[src/hw/rtl/hdtb_pkg.sv]
// Shared types, constants and the hex digit decoder for the hex dump parser.
// No dependencies.
package hdtb_pkg;

   localparam int ADDR_W      = 48;
   localparam int COL_W       = 9;
   localparam int MAX_COLUMNS = 256;
   localparam int CSR_DATA_W  = 48;
   localparam int CSR_IDX_W   = 2;

   localparam logic [CSR_IDX_W-1:0] CSR_COLUMNS    = 2'd0;
   localparam logic [CSR_IDX_W-1:0] CSR_POSTSCRIPT = 2'd1;
   localparam logic [CSR_IDX_W-1:0] CSR_BASE       = 2'd2;

   localparam logic [COL_W-1:0] COLUMNS_RESET = 9'd16;

   localparam logic [7:0] CH_CR     = 8'h0D;
   localparam logic [7:0] CH_LF     = 8'h0A;
   localparam logic [7:0] CH_TAB    = 8'h09;
   localparam logic [7:0] CH_SPACE  = 8'h20;
   localparam logic [7:0] CH_ZERO   = 8'h30;
   localparam logic [7:0] CH_NINE   = 8'h39;
   localparam logic [7:0] CH_LOW_A  = 8'h61;
   localparam logic [7:0] CH_LOW_F  = 8'h66;
   localparam logic [7:0] CH_UP_A   = 8'h41;
   localparam logic [7:0] CH_UP_F   = 8'h46;

   // A digit slot: vld low means "no digit".
   typedef struct packed {
      logic       vld;
      logic [3:0] val;
   } digit_type;

   typedef struct packed {
      logic [COL_W-1:0]  cols;      // already clamped to 1..MAX_COLUMNS
      logic              ps;
      logic [ADDR_W-1:0] base;
   } cfg_type;

   function automatic digit_type hex_value(input logic [7:0] ch);
      digit_type d;
      d.vld = 1'b0;
      d.val = 4'd0;
      if (ch >= CH_ZERO && ch <= CH_NINE) begin
         d.vld = 1'b1;
         d.val = 4'(ch - CH_ZERO);
      end else if (ch >= CH_LOW_A && ch <= CH_LOW_F) begin
         d.vld = 1'b1;
         d.val = 4'(ch - CH_LOW_A + 8'd10);
      end else if (ch >= CH_UP_A && ch <= CH_UP_F) begin
         d.vld = 1'b1;
         d.val = 4'(ch - CH_UP_A + 8'd10);
      end
      return d;
   endfunction

endpackage

[src/hw/rtl/hdtb_csr.sv]
// Configuration registers of the hex dump parser.
// Depends on hdtb_pkg.
module hdtb_csr (
   input  logic                              clock,
   input  logic                              reset,
   input  logic                              csr_wr_en,
   input  logic [hdtb_pkg::CSR_IDX_W-1:0]    csr_index,
   input  logic [hdtb_pkg::CSR_DATA_W-1:0]   csr_data,
   output hdtb_pkg::cfg_type                 cfg
);

   logic [hdtb_pkg::COL_W-1:0]  cols_ff;
   logic                        ps_ff;
   logic [hdtb_pkg::ADDR_W-1:0] base_ff;

   always_ff @(posedge clock) begin
      if (reset) begin
         cols_ff <= hdtb_pkg::COLUMNS_RESET;
         ps_ff   <= 1'b0;
         base_ff <= '0;
      end else if (csr_wr_en) begin
         unique case (csr_index)
            hdtb_pkg::CSR_COLUMNS:    cols_ff <= csr_data[hdtb_pkg::COL_W-1:0];
            hdtb_pkg::CSR_POSTSCRIPT: ps_ff   <= csr_data[0];
            hdtb_pkg::CSR_BASE:       base_ff <= csr_data[hdtb_pkg::ADDR_W-1:0];
            default: ;
         endcase
      end
   end

   // zero acts as one column, anything above the maximum saturates
   always_comb begin
      cfg.ps   = ps_ff;
      cfg.base = base_ff;
      if (cols_ff == '0)
         cfg.cols = hdtb_pkg::COL_W'(1);
      else if (cols_ff > hdtb_pkg::COL_W'(hdtb_pkg::MAX_COLUMNS))
         cfg.cols = hdtb_pkg::COL_W'(hdtb_pkg::MAX_COLUMNS);
      else
         cfg.cols = cols_ff;
   end

endmodule

[src/hw/rtl/hdtb_parse.sv]
// Parser state and the per-character step: digit pairing, line offsets,
// garbage and line skipping. Depends on hdtb_pkg.
module hdtb_parse (
   input  logic                        clock,
   input  logic                        reset,
   input  logic                        fire,
   input  logic [7:0]                  ch,
   input  hdtb_pkg::cfg_type           cfg,
   output logic                        emit,
   output logic [hdtb_pkg::ADDR_W-1:0] addr,
   output logic [7:0]                  data
);

   logic                        ig_ff, ig_in;
   hdtb_pkg::digit_type         last_ff, last_in;
   hdtb_pkg::digit_type         prior_ff, prior_in;
   logic                        addr_ph_ff, addr_ph_in;
   logic [hdtb_pkg::COL_W-1:0]  bol_ff, bol_in;
   logic                        skip_ff, skip_in;
   logic [hdtb_pkg::ADDR_W-1:0] ro_ff, ro_in;

   hdtb_pkg::digit_type         n;
   logic                        is_lf;
   logic [hdtb_pkg::COL_W-1:0]  bol_inc;

   assign n       = hdtb_pkg::hex_value(ch);
   assign is_lf   = (ch == hdtb_pkg::CH_LF);
   assign bol_inc = bol_ff + hdtb_pkg::COL_W'(1);
   assign addr    = cfg.base + ro_ff;
   assign data    = {last_ff.val, n.val};

   always_comb begin
      ig_in      = ig_ff;
      last_in    = last_ff;
      prior_in   = prior_ff;
      addr_ph_in = addr_ph_ff;
      bol_in     = bol_ff;
      skip_in    = skip_ff;
      ro_in      = ro_ff;
      emit       = 1'b0;

      if (skip_ff) begin
         if (is_lf) begin
            skip_in    = 1'b0;
            if (!cfg.ps) ro_in = '0;
            addr_ph_in = 1'b1;
            bol_in     = '0;
            ig_in      = 1'b1;
         end
      end else if (ch == hdtb_pkg::CH_CR) begin
      end else if (cfg.ps && (ch == hdtb_pkg::CH_SPACE || is_lf || ch == hdtb_pkg::CH_TAB)) begin
      end else begin
         // shift the digit history; older digit is prior_ff
         prior_in = last_ff;
         last_in  = n;
         if (!n.vld && ig_ff) begin
         end else begin
            ig_in = 1'b0;
            if (!cfg.ps && (addr_ph_ff || bol_ff >= cfg.cols)) begin
               // line offset collection; no end-of-line handling here
               if (!n.vld) begin
                  addr_ph_in = 1'b0;
                  bol_in     = '0;
               end else begin
                  ro_in = {ro_ff[hdtb_pkg::ADDR_W-5:0], n.val};
               end
            end else begin
               if (last_ff.vld && n.vld) begin
                  emit        = 1'b1;
                  ro_in       = ro_ff + hdtb_pkg::ADDR_W'(1);
                  last_in.vld = 1'b0;
                  if (!cfg.ps) begin
                     bol_in = bol_inc;
                     if (bol_inc >= cfg.cols) skip_in = 1'b1;
                  end
               end else if (!n.vld && !last_ff.vld && !prior_ff.vld) begin
                  if (!is_lf) skip_in = 1'b1;
               end
               if (!skip_in && is_lf) begin
                  if (!cfg.ps) ro_in = '0;
                  addr_ph_in = 1'b1;
                  bol_in     = '0;
                  ig_in      = 1'b1;
               end
            end
         end
      end
   end

   always_ff @(posedge clock) begin
      if (reset) begin
         ig_ff      <= 1'b1;
         last_ff    <= '{vld: 1'b0, val: 4'd0};
         prior_ff   <= '{vld: 1'b1, val: 4'd0};
         addr_ph_ff <= 1'b1;
         bol_ff     <= '0;
         skip_ff    <= 1'b0;
         ro_ff      <= '0;
      end else if (fire) begin
         ig_ff      <= ig_in;
         last_ff    <= last_in;
         prior_ff   <= prior_in;
         addr_ph_ff <= addr_ph_in;
         bol_ff     <= bol_in;
         skip_ff    <= skip_in;
         ro_ff      <= ro_in;
      end
   end

   a_no_emit_in_skip: assert property (@(posedge clock) disable iff (reset)
      emit |-> !skip_ff)
      else $error("byte decoded while a line is being skipped");

   a_plain_emit_not_addr: assert property (@(posedge clock) disable iff (reset)
      (emit && !cfg.ps) |-> !addr_ph_ff)
      else $error("byte decoded during line offset collection");

   a_pair_consumed: assert property (@(posedge clock) disable iff (reset)
      (fire && emit) |=> !last_ff.vld)
      else $error("digit pair not consumed after decode");

   a_bol_range: assert property (@(posedge clock) disable iff (reset)
      bol_ff <= hdtb_pkg::COL_W'(hdtb_pkg::MAX_COLUMNS))
      else $error("byte count on line out of range");

endmodule

[src/hw/rtl/hex_dump_text_to_binary.sv]
// Hex dump text to binary parser: one text character in, at most one decoded
// byte with its 48-bit address out. Depends on hdtb_pkg, hdtb_csr, hdtb_parse.
//
// Takes one character per cycle; a character is held in the input register and
// a byte decoded from it shows as result valid from the result register. The
// parser state updates as the character moves from the input register to the
// result register, so a new character enters every cycle as long as the result
// side is not stalled. Carriage returns are dropped. In plain
// mode each line starts with a hex offset, then up to 'columns' digit pairs are
// decoded and the rest of the line is dropped; in postscript mode blanks, tabs
// and newlines are dropped and the offset just runs on. Byte address is
// base_offset plus the offset, modulo 2^48. Write the configuration only while
// no item is in flight.
module hex_dump_text_to_binary (
   input  logic                              clock,
   input  logic                              reset,
   input  logic                              req_valid,
   output logic                              req_stall,
   input  logic [7:0]                        req_text_char,
   output logic                              rsp_valid,
   input  logic                              rsp_stall,
   output logic [hdtb_pkg::ADDR_W-1:0]       rsp_byte_address,
   output logic [7:0]                        rsp_data_byte,
   input  logic                              csr_wr_en,
   input  logic [hdtb_pkg::CSR_IDX_W-1:0]    csr_index,
   input  logic [hdtb_pkg::CSR_DATA_W-1:0]   csr_data
);

   hdtb_pkg::cfg_type           cfg;
   logic                        in_vld_ff, in_vld_in;
   logic [7:0]                  in_ch_ff;
   logic                        out_vld_ff, out_vld_in;
   logic [hdtb_pkg::ADDR_W-1:0] out_addr_ff;
   logic [7:0]                  out_data_ff;
   logic                        fire, req_take, emit;
   logic [hdtb_pkg::ADDR_W-1:0] addr;
   logic [7:0]                  data;

   hdtb_csr u_csr (
      .clock     (clock),
      .reset     (reset),
      .csr_wr_en (csr_wr_en),
      .csr_index (csr_index),
      .csr_data  (csr_data),
      .cfg       (cfg)
   );

   hdtb_parse u_parse (
      .clock (clock),
      .reset (reset),
      .fire  (fire),
      .ch    (in_ch_ff),
      .cfg   (cfg),
      .emit  (emit),
      .addr  (addr),
      .data  (data)
   );

   // the step runs when the result register is free or being drained
   assign fire      = in_vld_ff && (!out_vld_ff || !rsp_stall);
   assign req_stall = in_vld_ff && !fire;
   assign req_take  = req_valid && !req_stall;

   always_comb begin
      in_vld_in = in_vld_ff;
      if (req_take)  in_vld_in = 1'b1;
      else if (fire) in_vld_in = 1'b0;
      out_vld_in = out_vld_ff;
      if (fire)            out_vld_in = emit;
      else if (!rsp_stall) out_vld_in = 1'b0;
   end

   always_ff @(posedge clock) begin
      if (reset) begin
         in_vld_ff  <= 1'b0;
         out_vld_ff <= 1'b0;
      end else begin
         in_vld_ff  <= in_vld_in;
         out_vld_ff <= out_vld_in;
      end
   end

   always_ff @(posedge clock) begin
      if (req_take) in_ch_ff <= req_text_char;
      if (fire && emit) begin
         out_addr_ff <= addr;
         out_data_ff <= data;
      end
   end

   assign rsp_valid        = out_vld_ff;
   assign rsp_byte_address = out_addr_ff;
   assign rsp_data_byte    = out_data_ff;

   a_no_overwrite: assert property (@(posedge clock) disable iff (reset)
      (out_vld_ff && rsp_stall) |-> !fire)
      else $error("stalled result overwritten");

   a_step_needs_item: assert property (@(posedge clock) disable iff (reset)
      fire |-> in_vld_ff)
      else $error("parser stepped without an item");

   a_emit_shows: assert property (@(posedge clock) disable iff (reset)
      (fire && emit) |=> out_vld_ff)
      else $error("decoded byte lost");

endmodule
[config.mk]
export PLATFORM = sky130hd
export DESIGN_NAME = hex_dump_text_to_binary
export DESIGN_NICKNAME = d
export VERILOG_FILES = /design/src/hw/rtl/hdtb_pkg.sv /design/src/hw/rtl/hdtb_csr.sv /design/src/hw/rtl/hdtb_parse.sv /design/src/hw/rtl/hex_dump_text_to_binary.sv
export SDC_FILE = /design/constraint.sdc
export NUM_CORES = 1
export LEC_CHECK = 0
export ABC_AREA = 1
export BUFFER_PORTS_ARGS = -buffer_cell sky130_fd_sc_hd__buf_2
export CORE_MARGIN = 2
export CORE_UTILIZATION = 63
export CTS_BUF_LIST = sky130_fd_sc_hd__clkbuf_4
export DETAILED_ROUTE_END_ITERATION = 8
export MAX_ROUTING_LAYER = met4
export PLACE_DENSITY = 0.84
export SKIP_LAST_GASP = 1
export SYNTH_ARGS = -nofsm -noshare
export SYNTH_HDL_FRONTEND = slang
export SYNTH_SLANG_ARGS = --single-unit
[constraint.sdc]
create_clock -name clock -period 7.55 [get_ports clock]
set_input_delay 1.51 -clock clock [delete_from_list [all_inputs] [get_ports clock]]
set_output_delay 1.51 -clock clock [all_outputs]
set_load 0.1 [all_outputs]
==> Yosys cells after proc, flatten, opt, wreduce, memory -nomap -nowiden <==
Index checks and enable logic that the tools add are counted.
W data, S select, Z words.
{ "word_totals": {"register_bits": 190, "inputBits": 63, "out_inout_bits": 58, "word_cells": 159} }
{ "op_classes": {"add_sub_neg": 8, "magnitude_cmp": 9, "n_eq_ne": 15, "mux": 68, "n_bitwise": 3, "reduce_logical": 40} }
{ "ops": {"columns": ["operator", "n"], "rows": [
  ["$mux W48", 11],
  ["$mux W9", 12],
  ["$add A48 B1 Y48 const B", 1],
  ["$add A48 B48 Y48", 1],
  ["$mux W1", 42],
  ["$eq A8 B4 Y1 const B", 3],
  ["$ge A9 B9 Y1", 2],
  ["$ge A8 B7 Y1 const B", 2],
  ["$le A8 B7 Y1 const B", 2],
  ["$mux W5", 3],
  ["$logic_and A1 B1 Y1", 14],
  ["$reduce_and A7 Y1", 2],
  ["$sub A4 B1 Y4 const B", 3],
  ["$add A9 B1 Y9 const B", 1],
  ["$gt A9 B9 Y1 const B", 1],
  ["$logic_not A1 Y1", 9],
  ["$logic_not A9 Y1", 1],
  ["$add A4 B4 Y4 const B", 2],
  ["$eq A8 B6 Y1 const B", 1],
  ["$ge A8 B6 Y1 const B", 1],
  ["$le A8 B6 Y1 const B", 1],
  ["$ne A2 B1 Y1 const B", 4],
  ["$reduce_and A8 Y1", 1],
  ["$reduce_and A2 Y1", 3],
  ["14 further kinds", 20]
]} }

==> Longest topological paths before layout <==
{ "depth": {"depth_word": 23, "mapped_depth": 19, "ltp_nobuf": 18} }

==> Hierarchy <==
A second synthesis with hierarchy kept.
{ "unflattened": {"hier_cells": 1970, "area_unflattened_um2": 13196.4} }
{ "by_module_without_submodules": {"columns": ["mod", "n_inst", "cells_each", "area_per_inst_um2", "seq_area_each_um2"], "rows": [
  ["hdtb_parse", 1, 1603, 9019.9, 1321.3],
  ["hdtb_csr", 1, 285, 2150.8, 1161.1],
  ["hex_dump_text_to_binary", 1, 82, 2025.7, 1961.9]
]} }

==> Worst setup path before layout <==
No wires, ideal clock.
{ "synth_timing": {"kind": "input -> output", "from": "input rsp_stall", "to": "output req_stall", "t_arrival_ns": 2.914, "required_ns": 6.040, "slack_ns": 3.126, "cell_stages": 2, "n_path_buf": 0, "cell_sequence": "nand2_1 > nor2_1"} }
{ "synth_via": {"elab_chain_len": 5} }
{ "synth_lines": {"columns": ["element", "line_no", "text"], "rows": [
  ["from (decl)", "hex_dump_text_to_binary.sv:21", "input logic rsp_stall,"],
  ["$logic_not A1 Y1", null, null],
  ["$logic_or A1 B1 Y1", "hex_dump_text_to_binary.sv:60", "assign fire = in_vld_ff && (!out_vld_ff || !rsp_stall);"],
  ["$logic_and A1 B1 Y1", "hex_dump_text_to_binary.sv:60", null],
  ["$logic_not A1 Y1", "hex_dump_text_to_binary.sv:61", "assign req_stall = in_vld_ff && !fire;"],
  ["$logic_and A1 B1 Y1", "hex_dump_text_to_binary.sv:61", null],
  ["to (decl)", "hex_dump_text_to_binary.sv:18", "output logic req_stall,"]
]} }
No other way between the ends.

==> Worst setup path in the final report <==
Ends and elaborated chain as after synthesis.

==> results.py <==
metrics = {
    "routing": {
        "via_count": 13497,
        "drt_drc_violations_left": 0,
        "wire_per_inst_microns": 16.7,
        "drt-initial-drc-count": 1393,
        "viasPerCell": 5.76,
        "detail_route.wirelength_microns": 39000,
        "first_pass_iters": 6,
        "route.antenna.remaining_nets": 0,
    },
    "clock_network": {
        "ctsHoldBuffers": 0,
        "cts.htree.levels": 4,
        "tritoncts": "built",
        "cts_setup_buffers": 0,
        "worstSkewPairLatency_ns": 0.63,
        "maximum_buffer_depth_of_the_clock_tree": 2,
        "post_cts_resize_count": 0,
        "tritoncts.num_buffers": 17,
        "cts_root_buf": "sky130_fd_sc_hd__clkbuf_4",
        "tritoncts_sink_count": 190,
        "clk_pin_slew_ns": 0.18,
    },
    "pwr": {
        "power_density_nw_per_um2": 139,
        "share_comb_of_total_power": 0.137,
        "sw_frac_of_total": 0.321,
        "total_switching_power_mw": 0.628,
        "power.internal_mw": 1.33,
        "total_leakage_power_nw": 6.08,
        "seq_power_share": 0.576,
        "pwr-share-clk": 0.287,
        "max-vdd-ir-drop_mv": 0.0868,
    },
    "synthesis": {
        "synth_edf_count": 64,
        "synthArstFlopShare": 0,
        "synth_nets": 2104,
        "post_synth_num_cell_types": 45,
        "yosys_warnings": 0,
        "synth_area_per_cell_sq_um": 6.66,
        "postSynthRegisterBits": 190,
        "sequential_fraction_of_the_synthesis_area": 0.339,
        "yosys.area.top_type_share": 0.192,
        "syn-cell-area_sq_um": 13100,
        "yosysTopAreaCell": "sky130_fd_sc_hd__dfxtp_1",
        "postSynthCellCount": 1968,
        "synth.top_cells.by_area": "sky130_fd_sc_hd__dfxtp_1 19%, sky130_fd_sc_hd__edfxtp_1 15%, sky130_fd_sc_hd__nand2_1 14%, sky130_fd_sc_hd__nor2_1 9.7%, sky130_fd_sc_hd__ha_1 6.9%",
        "ys.flop_type": "sky130_fd_sc_hd__dfxtp_1",
    },
    "hold_path": {
        "whs_path_depth": 0,
        "hold_class": "flop to flop",
    },
    "cells_and_area": {
        "drive_gt1_frac": 0.0873,
        "post-route-cell-area_sq_um": 14100,
        "layout_commonest_cell": "sky130_fd_sc_hd__nand2_1",
        "syn_to_final_growth_pct": 7.71,
        "layout_common_cells": "505 x sky130_fd_sc_hd__nand2_1, 339 x sky130_fd_sc_hd__nor2_1, 213 x sky130_fd_sc_hd__inv_1",
        "post_layout_net_count": 2196,
        "num-fill-cells": 1833,
    },
    "placement": {
        "dpl.hpwl_microns": 30700,
        "dpl-instance-area_sq_um": 13800,
        "buffer_ports.inserted": 120,
        "gp_routability_congestion": 1.04,
    },
    "sta": {
        "timing.final.crit_share": 0.496,
        "achievable-frequency_mhz": 267,
        "hold_viol_final": 0,
        "timing.clock.skew_ns": 0.0291,
        "slew_at_the_pin_closest_to_its_max_slew_limit_ns": 1.24,
        "holdWs_ns": 0.445,
        "final.setup.tns_ns": 0,
        "timing.slew.headroom": 0.170,
        "timing.final.max_slew_violations": 0,
        "setup_viol": 0,
        "timing.final.crit_period_ns": 3.75,
        "rsz0062_at_grt": "no",
    },
    "die": {
        "die-area_sq_um": 22000,
        "initial_util": 0.646,
        "die_h_microns": 148,
        "core_area_sq_um": 20300,
        "chipWidth_microns": 148,
        "design.portCount": 121,
        "fp-row-count": 52,
    },
    "setup_path": {
        "setup.worst_path.end_class": "primary output",
        "wp_data_arrival_ns": 2.24,
        "crit_required_ns": 6.04,
        "critPathLaunchType": "input pin",
        "reg2regPathDepth": 11,
        "setup.worst_path.class": "input pin to primary output",
        "crit_fanout": 3,
    },
    "global_route": {
        "global_route.usage.total": 0.367,
        "grt_max_degree": 97,
        "via_count_of_the_first_global_routing_pass": 12471,
        "grt_overflow_total": 0,
        "grt_first_pass_wirelength_microns": 61900,
        "antenna_found_initial": 1,
    },
    "outcome": {
        "status": "finished, final reports clean",
    },
    "flow_run": {
        "max_cap_viol_count": 0,
    },
}
-- power by group through the flow --
stage | sequential [mW] | clock (mW) | combinational, mW
2_1_floorplan | 1.13 | 0 | 0.192
3_3_place_gp | 1.15 | 0 | 0.255
3_5_place_dp | 1.15 | 0 | 0.263
4_1_cts | 1.13 | 0.566 | 0.265
5_1_grt | 1.13 | 0.603 | 0.301
6_report | 1.13 | 0.561 | 0.268
-- area by class of cell --
type | instances | area [sq um] | area share
inverter | 222 | 833 | 0.0590
sequential | 190 | 4440 | 0.315
clock inverter | 15 | 151 | 0.0107
clock buffer | 17 | 128 | 0.00904
multi-input combinational | 1504 | 7580 | 0.537
tap | 270 | 338 | 0.0239
timing repair buffer | 125 | 638 | 0.0452
antenna | 1 | 2.50 | 0.000177
-- critical path: stages --
cell and delay [ns]:
sky130_fd_sc_hd__buf_2 0.07, sky130_fd_sc_hd__nand2_1 0.08, sky130_fd_sc_hd__nor2_1 0.13, sky130_fd_sc_hd__buf_2 0.44
-- cells in the mapped netlist, drive strengths merged, types with 2 or more instances --
library cell	n
nand2	509
nor2	341
inv	218
o21ai	152
a21oi	135
dfxtp	126
ha	72
nand3	72
xor2	65
edfxtp	64
nor3	42
clkbuf	31
nand4	25
buf	21
xnor2	20
a21o	11
a31oi	11
nor4	9
o21bai	9
a21boi	7
o211ai	6
clkinv	4
nand3b	4
or2	4
nor3b	2
-- final timing paths --
path	from	end	slack [ns]
setup / recovery	rsp_stall	req_stall	3.80
hold / removal	u_parse.data[5]	rsp_data_byte[5]	0.44
setup reg to reg	u_parse.ro_ff[0]	rsp_byte_address[32]	3.92
hold reg to reg	u_parse.data[5]	rsp_data_byte[5]	0.44
-- kinds of logic after synthesis --
group,Yosys count,share of synthesized area
simple gates,1009,0.312
compound gates,337,0.139
buf+inv,274,0.0828
flops,190,0.339
xor+xnor,85,0.0568
fa+ha+maj,73,0.0702
-- registers in the layout, indices dropped and copies added (netlist names), 4 cells and up --
| signal | flops |
|---|---|
| rsp_byte_address | 48 |
| u_csr.base_ff | 48 |
| u_parse.ro_ff | 48 |
| u_csr.cols_ff | 9 |
| u_parse.bol_ff | 9 |
| in_ch_ff | 8 |
| rsp_data_byte | 8 |
| u_parse.data | 4 |
-- stage by stage --
stage,cells,worst slack [ns],total power [mW],utilization
after CTS,2343,3.80,1.96,0.695
after detailed placement,2311,3.72,1.41,0.682
after floorplan,1968,3.13,1.33,-
after global routing,2344,3.75,2.03,0.696
after global placement,2311,3.83,1.40,0.682
final,2344,3.80,1.96,0.696
-- metal layers --
| metal | track usage | vias up | routed length (microns) |
|---|---|---|---|
| met1 | 0.459 | 6142 | 15900 |
| met2 | 0.607 | 649 | 18500 |
| li1 | - | 6583 | - |
| met4 | 0.142 | 0 | 1450 |
| met3 | 0.0488 | 123 | 3160 |
| met5 | - | - | 0 |
No activity file was read; power rests on OpenSTA's default activity.
